<file path="src/rtl/wheel_crank_speed_cadence_core_assert.svh">
// ----------------------------------------------------------------------------
// Wheel/crank speed and cadence core: assertion macros
// Concurrent checks on clk, WCCS_ASSERT masked during reset; empty in synthesis builds.
// ----------------------------------------------------------------------------
`ifndef WHEEL_CRANK_SPEED_CADENCE_CORE_ASSERT_SVH
`define WHEEL_CRANK_SPEED_CADENCE_CORE_ASSERT_SVH
`ifndef SYNTHESIS
`define WCCS_ASSERT(label, prop) \
  label: assert property (@(posedge clk) disable iff (rst) prop) \
    else $error("wccs check failed");
`define WCCS_ASSERT_ALWAYS(label, prop) \
  label: assert property (@(posedge clk) prop) \
    else $error("wccs check failed");
`else
`define WCCS_ASSERT(label, prop)
`define WCCS_ASSERT_ALWAYS(label, prop)
`endif
`endif

</file>
<file path="src/rtl/wccs_pkg.sv">
// ----------------------------------------------------------------------------
// wccs_pkg
// Shared types and constants of the speed/cadence core.
// ----------------------------------------------------------------------------
`default_nettype none
package wccs_pkg;

  localparam logic [12:0] CIRC_RESET    = 13'd2100;
  localparam logic [15:0] TIMEOUT_RESET = 16'd3000;
  localparam int          DEN_W         = 24;

  // One unit of work for the back part
  typedef struct packed {
    logic        timeout;   // zero result from the stop countdown
    logic        cad_ok;
    logic        cad_div;   // cadence needs a division
    logic [15:0] crank_dr;
    logic [15:0] crank_dt;
    logic        spd_ok;
    logic        spd_div;   // speed needs a division
    logic [31:0] wheel_dr;
    logic [15:0] wheel_dt;
    logic [12:0] circ;
  } wccs_job_t;

  typedef enum logic [5:0] {
    S_IDLE  = 6'b000001,
    S_CDIV  = 6'b000010,
    S_MUL   = 6'b000100,
    S_SCALE = 6'b001000,
    S_SDIV  = 6'b010000,
    S_DONE  = 6'b100000
  } wccs_state_t;

endpackage
`default_nettype wire

</file>
<file path="src/rtl/wccs_front.sv">
// ----------------------------------------------------------------------------
// wccs_front
// Accepts items, checks length, keeps last values and the stop countdown,
// and issues jobs to the queue.
// ----------------------------------------------------------------------------
`default_nettype none
module wccs_front (
  input  wire                  clk,
  input  wire                  rst,
  input  wire                  in_valid,
  output logic                 in_ready,
  input  wire                  mode,
  input  wire  [7:0]           byte_count,
  input  wire  [7:0]           flags,
  input  wire  [31:0]          wheel_revs,
  input  wire  [15:0]          wheel_time,
  input  wire  [15:0]          crank_revs,
  input  wire  [15:0]          crank_time,
  input  wire  [12:0]          circ,
  input  wire  [15:0]          timeout_ticks,
  input  wire                  q_full,
  output logic                 push,
  output wccs_pkg::wccs_job_t  job
);
  import wccs_pkg::*;

  logic        awaiting_first;
  logic [31:0] last_wheel_count;
  logic [15:0] last_wheel_stamp;
  logic [15:0] last_crank_count;
  logic [15:0] last_crank_stamp;
  logic [15:0] stop_countdown;

  logic        fire, wheel, crank, len_ok;
  logic [3:0]  need;
  logic [31:0] ws;
  logic [15:0] wt, cs, ct, cdt, cdr, wdt;
  logic [31:0] wdr;
  logic [15:0] cd_dec;

  assign in_ready = !q_full;
  assign fire     = in_valid && in_ready;

  // Classify the item
  always_comb begin
    wheel  = flags[0];
    crank  = flags[1];
    need   = 4'd1 + (wheel ? 4'd6 : 4'd0) + (crank ? 4'd4 : 4'd0);
    len_ok = (byte_count != 8'd0) && (byte_count >= {4'd0, need});
    ws     = wheel ? wheel_revs : 32'd0;
    wt     = wheel ? wheel_time : 16'd0;
    cs     = crank ? crank_revs : 16'd0;
    ct     = crank ? crank_time : 16'd0;
    cdt    = ct - last_crank_stamp;
    cdr    = cs - last_crank_count;
    wdt    = wt - last_wheel_stamp;
    wdr    = ws - last_wheel_count;
    cd_dec = stop_countdown - 16'd1;

    job          = '0;
    job.crank_dr = cdr;
    job.crank_dt = cdt;
    job.wheel_dr = wdr;
    job.wheel_dt = wdt;
    job.circ     = circ;
    push         = 1'b0;
    if (mode) begin
      job.timeout = 1'b1;
      push = fire && (stop_countdown != 16'd0) && (cd_dec == 16'd0);
    end else begin
      job.cad_div = crank && (cdt != 16'd0);
      job.cad_ok  = crank && ((cdt != 16'd0) || (cdr == 16'd0));
      job.spd_div = wheel && (wdt != 16'd0);
      job.spd_ok  = wheel && ((wdt != 16'd0) || (wdr == 32'd0));
      push = fire && len_ok && !awaiting_first && (job.cad_ok || job.spd_ok);
    end
  end

  // Update last values and countdown
  always_ff @(posedge clk) begin
    if (rst) begin
      awaiting_first   <= 1'b1;
      last_wheel_count <= '0;
      last_wheel_stamp <= '0;
      last_crank_count <= '0;
      last_crank_stamp <= '0;
      stop_countdown   <= '0;
    end else if (fire) begin
      if (mode) begin
        if (stop_countdown != 16'd0) stop_countdown <= cd_dec;
      end else if (len_ok) begin
        if (awaiting_first) begin
          awaiting_first   <= 1'b0;
          last_wheel_count <= ws;
          last_wheel_stamp <= wt;
          last_crank_count <= cs;
          last_crank_stamp <= ct;
        end else begin
          if (crank) begin
            last_crank_count <= cs;
            last_crank_stamp <= ct;
          end
          if (wheel) begin
            last_wheel_count <= ws;
            last_wheel_stamp <= wt;
          end
          stop_countdown <= timeout_ticks;
        end
      end
    end
  end

endmodule
`default_nettype wire

</file>
<file path="src/rtl/wccs_queue.sv">
// ----------------------------------------------------------------------------
// wccs_queue
// Two-entry job queue between the front and back parts.
// ----------------------------------------------------------------------------
`default_nettype none
module wccs_queue (
  input  wire                  clk,
  input  wire                  rst,
  input  wire                  push,
  input  wccs_pkg::wccs_job_t  push_job,
  output logic                 full,
  input  wire                  pop,
  output logic                 not_empty,
  output wccs_pkg::wccs_job_t  head
);
  import wccs_pkg::*;

  wccs_job_t  mem [2];
  logic       wptr, rptr;
  logic [1:0] count;

  assign full      = (count == 2'd2);
  assign not_empty = (count != 2'd0);
  assign head      = mem[rptr];

  // Store entries
  always_ff @(posedge clk) begin
    if (push) mem[wptr] <= push_job;
  end

  // Advance pointers
  always_ff @(posedge clk) begin
    if (rst) begin
      wptr  <= 1'b0;
      rptr  <= 1'b0;
      count <= 2'd0;
    end else begin
      if (push) wptr <= !wptr;
      if (pop)  rptr <= !rptr;
      count <= count + {1'b0, push} - {1'b0, pop};
    end
  end

endmodule
`default_nettype wire

</file>
<file path="src/rtl/wccs_back.sv">
// ----------------------------------------------------------------------------
// wccs_back
// Carries out jobs: shared restoring divider for cadence then speed,
// saturation, and the output register.
// ----------------------------------------------------------------------------
`default_nettype none
`include "wheel_crank_speed_cadence_core_assert.svh"
module wccs_back (
  input  wire                  clk,
  input  wire                  rst,
  input  wire                  q_not_empty,
  input  wccs_pkg::wccs_job_t  q_head,
  output logic                 pop,
  output logic                 out_valid,
  input  wire                  out_ready,
  output logic                 o_cadence_valid,
  output logic [30:0]          o_cadence_rpm,
  output logic                 o_speed_valid,
  output logic [31:0]          o_speed_centi_kmh,
  output logic                 o_timed_out
);
  import wccs_pkg::*;

  wccs_state_t state;
  wccs_job_t   cur;
  logic [63:0] dvd, quo;
  logic [DEN_W-1:0] rem, den;
  logic [5:0]  cnt;
  logic [44:0] prod;
  logic [30:0] cad;
  logic [31:0] spd;

  logic [DEN_W:0]   trial;
  logic             ge;
  logic [DEN_W-1:0] rem_next;
  logic [63:0]      quo_next;
  logic [31:0]      cad_num;
  logic [48:0]      prod9;
  logic [22:0]      spd_den;
  logic             load_out;

  // Divider step and operand shaping
  always_comb begin
    trial    = {rem, dvd[63]};
    ge       = trial >= {1'b0, den};
    rem_next = ge ? DEN_W'(trial - {1'b0, den}) : trial[DEN_W-1:0];
    quo_next = {quo[62:0], ge};
    cad_num  = {q_head.crank_dr, 16'd0} - {4'd0, q_head.crank_dr, 12'd0};
    prod9    = {1'b0, prod, 3'd0} + {4'd0, prod};
    spd_den  = {1'b0, cur.wheel_dt, 6'd0} + {2'd0, cur.wheel_dt, 5'd0}
             + {5'd0, cur.wheel_dt, 2'd0};
  end

  assign pop      = (state == S_IDLE) && q_not_empty;
  assign load_out = (state == S_DONE) && (!out_valid || out_ready);

  // Sequence one job
  always_ff @(posedge clk) begin
    if (rst) begin
      state     <= S_IDLE;
      out_valid <= 1'b0;
      cnt       <= '0;
    end else begin
      if (load_out) out_valid <= 1'b1;
      else if (out_ready) out_valid <= 1'b0;
      unique case (state)
        S_IDLE: begin
          if (q_not_empty) begin
            cur <= q_head;
            cad <= '0;
            spd <= '0;
            cnt <= '0;
            rem <= '0;
            quo <= '0;
            dvd <= {32'd0, cad_num};
            den <= {8'd0, q_head.crank_dt};
            if (q_head.timeout) state <= S_DONE;
            else if (q_head.cad_div) state <= S_CDIV;
            else state <= S_MUL;
          end
        end
        S_CDIV: begin
          rem <= rem_next;
          quo <= quo_next;
          dvd <= {dvd[62:0], 1'b0};
          cnt <= cnt + 6'd1;
          if (cnt == 6'd63) begin
            cad   <= (quo_next[63:31] != '0) ? 31'h7FFF_FFFF : quo_next[30:0];
            state <= S_MUL;
          end
        end
        S_MUL: begin
          prod  <= 45'(cur.circ * cur.wheel_dr);
          state <= S_SCALE;
        end
        S_SCALE: begin
          cnt <= '0;
          rem <= '0;
          quo <= '0;
          dvd <= {3'd0, prod9, 12'd0};
          den <= {1'b0, spd_den};
          state <= cur.spd_div ? S_SDIV : S_DONE;
        end
        S_SDIV: begin
          rem <= rem_next;
          quo <= quo_next;
          dvd <= {dvd[62:0], 1'b0};
          cnt <= cnt + 6'd1;
          if (cnt == 6'd63) begin
            spd   <= (quo_next[63:32] != '0) ? 32'hFFFF_FFFF : quo_next[31:0];
            state <= S_DONE;
          end
        end
        S_DONE: begin
          if (load_out) begin
            o_timed_out       <= cur.timeout;
            o_cadence_valid   <= cur.timeout || cur.cad_ok;
            o_speed_valid     <= cur.timeout || cur.spd_ok;
            o_cadence_rpm     <= cur.timeout ? '0 : cad;
            o_speed_centi_kmh <= cur.timeout ? '0 : spd;
            state             <= S_IDLE;
          end
        end
        default: state <= S_IDLE;
      endcase
    end
  end

  `WCCS_ASSERT(a_pop_only_idle, pop |-> (state == S_IDLE))
  `WCCS_ASSERT(a_done_loads, ((state == S_DONE) && !out_valid) |=> out_valid)
  `WCCS_ASSERT(a_timeout_zero,
    (out_valid && o_timed_out) |-> (o_cadence_rpm == '0 && o_speed_centi_kmh == '0))

endmodule
`default_nettype wire

</file>
<file path="src/rtl/wheel_crank_speed_cadence_core.sv">
// Wheel/crank speed and cadence core.
// Input stream s_*: one beat is a measurement (s_tuser = 0) or one time tick
// (s_tuser = 1). Output stream m_*: at most one result beat per input beat.
// APB port: register 0 (addr 0) wheel circumference in mm, register 1
// (addr 4) stop timeout in ticks; write only while the core is idle.
// A measurement with both values runs two 64-step divisions on the shared
// divider before m_tvalid rises; a timeout result skips the divider. The
// back takes one job at a time and pops the next only when idle. Items that
// yield no result are accepted by the front and push no job.
// A two-entry job queue lets the front accept while the back computes; the
// front stalls s_tready only when that queue is full. A stalled receiver
// holds the result register, and the back waits in its final step.
// Reset clears all last values, the countdown and the queue, and restores
// the register defaults.
// ----------------------------------------------------------------------------
// wheel_crank_speed_cadence_core
// Top level: stream ports, config registers, front, queue and back parts.
// ----------------------------------------------------------------------------
`default_nettype none
module wheel_crank_speed_cadence_core (
  input  wire         clk,
  input  wire         rst,
  input  wire         s_tvalid,
  output logic        s_tready,
  // byte_count[7:0], flags[15:8], wheel_revs[47:16], wheel_time[63:48],
  // crank_revs[79:64], crank_time[95:80]
  input  wire  [95:0] s_tdata,
  // mode[0]
  input  wire         s_tuser,
  output logic        m_tvalid,
  input  wire         m_tready,
  // cadence_valid[0], cadence_rpm[31:1], speed_valid[32],
  // speed_centi_kmh[64:33], timed_out[65], zero[71:66]
  output logic [71:0] m_tdata,
  input  wire         psel,
  input  wire         penable,
  input  wire         pwrite,
  input  wire  [2:0]  paddr,
  input  wire  [31:0] pwdata,
  output logic [31:0] prdata,
  output logic        pready
);
  import wccs_pkg::*;

  logic [12:0] circ;
  logic [15:0] timeout_ticks;
  logic        cfg_wr;

  wccs_job_t push_job, head;
  logic      push, full, pop, not_empty;

  logic        cad_v, spd_v, tmo;
  logic [30:0] cad;
  logic [31:0] spd;

  assign pready = 1'b1;
  assign cfg_wr = psel && penable && pwrite && pready;
  assign prdata = paddr[2] ? {16'd0, timeout_ticks} : {19'd0, circ};

  // Hold config registers
  always_ff @(posedge clk) begin
    if (rst) begin
      circ          <= CIRC_RESET;
      timeout_ticks <= TIMEOUT_RESET;
    end else if (cfg_wr) begin
      if (paddr[2]) timeout_ticks <= pwdata[15:0];
      else          circ          <= pwdata[12:0];
    end
  end

  wccs_front u_front (
    .clk(clk), .rst(rst),
    .in_valid(s_tvalid), .in_ready(s_tready),
    .mode(s_tuser), .byte_count(s_tdata[7:0]), .flags(s_tdata[15:8]),
    .wheel_revs(s_tdata[47:16]), .wheel_time(s_tdata[63:48]),
    .crank_revs(s_tdata[79:64]), .crank_time(s_tdata[95:80]),
    .circ(circ), .timeout_ticks(timeout_ticks),
    .q_full(full), .push(push), .job(push_job)
  );

  wccs_queue u_queue (
    .clk(clk), .rst(rst),
    .push(push), .push_job(push_job), .full(full),
    .pop(pop), .not_empty(not_empty), .head(head)
  );

  wccs_back u_back (
    .clk(clk), .rst(rst),
    .q_not_empty(not_empty), .q_head(head), .pop(pop),
    .out_valid(m_tvalid), .out_ready(m_tready),
    .o_cadence_valid(cad_v), .o_cadence_rpm(cad),
    .o_speed_valid(spd_v), .o_speed_centi_kmh(spd), .o_timed_out(tmo)
  );

  assign m_tdata = {6'd0, tmo, spd, spd_v, cad, cad_v};

endmodule
`default_nettype wire
</file>
<file path="config.mk">
export PLATFORM = sky130hd
export DESIGN_NAME = wheel_crank_speed_cadence_core
export DESIGN_NICKNAME = d
export VERILOG_FILES = /design/src/rtl/wccs_pkg.sv /design/src/rtl/wccs_front.sv /design/src/rtl/wccs_queue.sv /design/src/rtl/wccs_back.sv /design/src/rtl/wheel_crank_speed_cadence_core.sv
export VERILOG_INCLUDE_DIRS = /design/src /design/src/rtl
export SDC_FILE = /design/constraint.sdc
export NUM_CORES = 2
export LEC_CHECK = 0
export ABC_AREA = 1
export BUFFER_PORTS_ARGS = -buffer_cell sky130_fd_sc_hd__buf_2
export CAP_MARGIN = 20
export CORE_MARGIN = 5
export CORE_UTILIZATION = 45
export DETAILED_ROUTE_END_ITERATION = 7
export GPL_TIMING_DRIVEN = 0
export HOLD_SLACK_MARGIN = 0.06
export PLACE_DENSITY = 0.58
export SYNTH_ARGS = -nofsm -noshare
export SYNTH_HDL_FRONTEND = slang
export SYNTH_HIERARCHICAL = 1
export SYNTH_SLANG_ARGS = --single-unit
export TNS_END_PERCENT = 30
</file>
<file path="constraint.sdc">
create_clock -name clk -period 9.35 [get_ports clk]
set_input_delay 1.4025 -clock clk [delete_from_list [all_inputs] [get_ports clk]]
set_output_delay 1.4025 -clock clk [all_outputs]
set_load 0.1 [all_outputs]
</file>
==> results.py <==
metrics = {
    "status": {
        "status": "finished clean",
    },
    "timing": {
        "fmax_ghz": 0.160,
        "period_share_pct": 66.8,
        "final_hold_viol_count": 0,
        "max_slew_margin_pct": 32.6,
        "maxSlewViolCount": 0,
        "fin_setup_tns_ns": 0,
        "whs_ns": 0.458,
        "setup_violations": 0,
        "fin_skew_ns": 0.0270,
        "rsz0062_at_grt": "false",
        "worst_pin_slew_ns": 1.01,
        "finalCriticalPeriod_ns": 6.24,
    },
    "detailed_routing": {
        "drc_errors": 0,
        "drtIter0Drc": 2912,
        "vias": 44600,
        "firstDrtPassIters": 8,
        "postRouteWirelength_um": 152000,
        "viasPerCell": 4.92,
        "ant_nets": 0,
        "wl_per_cell_um": 16.7,
    },
    "cells_and_area": {
        "postLayoutCellArea_um2": 62400,
        "fillers": 12200,
        "final_cell_mix": "nand2_1, inv_1, edfxtp_1, nor2_1",
        "syn2layout_area_growth_pct": 11.4,
        "final_cells": 9071,
        "drive_above_1_share_pct": 7.74,
        "final_nets": 8130,
        "final_common_cell": "nand2_1",
    },
    "yosys": {
        "synthAdderAreaFrac_pct": 18.7,
        "synth.distinct_cells": 59,
        "ys.flop_type": "edfxtp_1",
        "yosysWarnings": 6,
        "syn_area_per_cell_um2": 7.96,
        "synth-edff-count": 597,
        "synth.top_cells.by_area": "edfxtp_1, nand2_1, fa_1",
        "ys_ff_latch": 741,
        "synthCells": 7035,
        "muxShareOfSynthArea_pct": 2.11,
        "ys_async_sr_fraction_pct": 0,
        "synthXorXnorAreaFrac_pct": 1.39,
        "synth.cell_area_um2": 56000,
        "synth_simple_gate_area_share_pct": 22.6,
        "synth_compound_area_share_pct": 5.80,
        "synth_top_area_share_pct": 32.0,
        "synth_top_area_cell": "edfxtp_1",
        "yosysSeqAreaShare_pct": 37.2,
        "synth_top_family_by_area": "simple AND/OR/NAND/NOR gates",
    },
    "grt": {
        "grt_max_degree": 63,
        "overflow": 0,
        "grt_pass1_wl_um": 240000,
        "antenna_found_initial": 2,
        "grt_pass1_vias": 44400,
        "grt_use_total_pct": 23.0,
    },
    "setup_path": {
        "cpMostUsedCell": "fa_1",
        "critical_path_class": "reg2reg",
        "worst-path-buf-inv": 4,
        "cp_data_arrival_time_ns": 6.68,
        "cp_slowest_cell": "clkbuf_1",
        "crit_path_max_fanout": 10,
        "cp.required_ns": 9.78,
        "end_kind": "register",
        "cpPeakStageDelay_ns": 0.71,
        "critPathTopFamily": "adder cells",
        "start_kind": "register",
        "crit_chain": "clkbuf_1 > nand2_1 > fa_1 > inv_1 > fa_1 > fa_1 > fa_1 > inv_1 > fa_1 > inv_1 > ha_1 > a21oi_1 > a21boi_0 > a21boi_0 > nor2_1 > nor2_1 > nand2_1 > nand2_1 > nand2_1",
    },
    "placed_design": {
        "port_buffers": 197,
        "dpl_cell_area_um2": 59600,
        "place_congestion": 0.940,
        "dp.cells": 8917,
        "hpwl_um": 124000,
    },
    "clock_tree": {
        "post-cts-setup-buffer-count": 0,
        "root_buffer": "clkbuf_16",
        "path_clk_slew_ns": 0.06,
        "cts_resized": 0,
        "numClockSinks": 741,
        "max-clock-path-buffers": 3,
        "holdBufCountCts": 0,
        "cts_tree": "built",
        "numCtsBuffers": 83,
        "htreeDepth": 3,
        "clock_latency_ns": 0.69,
    },
    "floorplanning": {
        "io_pins": 246,
        "core_area_um2": 124000,
        "die_area_um2": 132000,
        "die_h_um": 363,
        "start_util_pct": 45.3,
        "die_w_um": 363,
        "fp-row-count": 129,
    },
    "hold_path": {
        "hold_class": "reg2reg",
    },
    "job": {
        "max-cap-violations": 0,
    },
}
==> Yosys cell counts, types with 21 or more instances <==
| cell type | instances |
|---|---|
| a21oi_1 | 351 |
| buf_2 | 26 |
| buf_4 | 42 |
| clkbuf_1 | 137 |
| dfxtp_1 | 144 |
| edfxtp_1 | 597 |
| fa_1 | 349 |
| ha_1 | 277 |
| inv_1 | 1530 |
| mux2_2 | 78 |
| nand2_1 | 2050 |
| nand3_1 | 302 |
| nand3b_1 | 25 |
| nand4_1 | 64 |
| nor2_1 | 550 |
| nor3_1 | 57 |
| o21ai_0 | 175 |
| o21bai_1 | 21 |
| xnor2_1 | 39 |
| xor2_1 | 50 |
==> cells by family after synthesis <==
logic type / Yosys count
adders and majority gates: 626
AOI/OAI and AO/OA: 608
other: 2
and+or+nand+nor: 3113
DFF: 741
muxes: 98
buffers and inverters: 1758
xor gates and xnor gates: 89
==> per-layer routing <==
metal	global-route usage, %	routed length (µm)
met1	30.4	67400
met2	38.7	70400
met3	3.13	7740
met4	8.45	6060
met5	0	0
==> registers in the layout (all words and copies together), names as in the netlist, 13 cells and up, named ones only <==
signal and count:
u_queue/mem 196, u_back/cur 65, u_back/quo 63, u_back/dvd 52, u_back/prod 45, u_back/o_speed_centi_kmh 32
u_back/spd 32, u_front/last_wheel_count 32, u_back/cad 31, u_back/o_cadence_rpm 31, u_back/rem 24, u_back/den 23
timeout_ticks 16, u_front/last_crank_count 16, u_front/last_crank_stamp 16, u_front/last_wheel_stamp 16, u_front/stop_countdown 16, circ 13
==> layout make-up <==
| type | count | area, µm² | area share (%) |
|---|---|---|---|
| multi-input combinational | 4557 | 28500 | 45.6 |
| sequential | 741 | 20800 | 33.4 |
| inverter | 1534 | 5760 | 9.24 |
| clock buffer | 101 | 2200 | 3.52 |
| tap | 1637 | 2050 | 3.28 |
| timing repair buffer | 224 | 1460 | 2.34 |
| buffer | 224 | 1110 | 1.77 |
| clock inverter | 52 | 563 | 0.902 |
| antenna | 1 | 2.50 | 0.00401 |
==> worst min-delay path, stage by stage (launching register included) <==
cell	delay, ns
dfxtp_1	0.31
nand2_1	0.06
a21oi_1	0.05
==> worst paths after layout <==
check	startpoint	to	slack, ns	cells after the start
worst max-delay path	u_back/cur[5]	u_back/prod[44]	3.11	19
worst min-delay path	u_front/last_crank_count[5]	u_front/last_crank_count[5]	0.46	2
worst max register to register	u_back/cur[5]	u_back/prod[44]	3.11	19
worst min register to register	u_front/last_crank_count[5]	u_front/last_crank_count[5]	0.46	2
==> metrics by stage <==
step | util (%) | setup slack, ns
6_report | 50.5 | 3.11
5_1_grt | 50.5 | 2.77
4_1_cts | 50.5 | 3.13
3_5_place_dp | 48.2 | 2.66
3_3_place_gp | 47.8 | -3.37
2_1_floorplan | - | 0.802
Power is left out: the tool's default activity adds up to more than one toggle a clock period on the data nets, which glitch-free logic cannot reach.
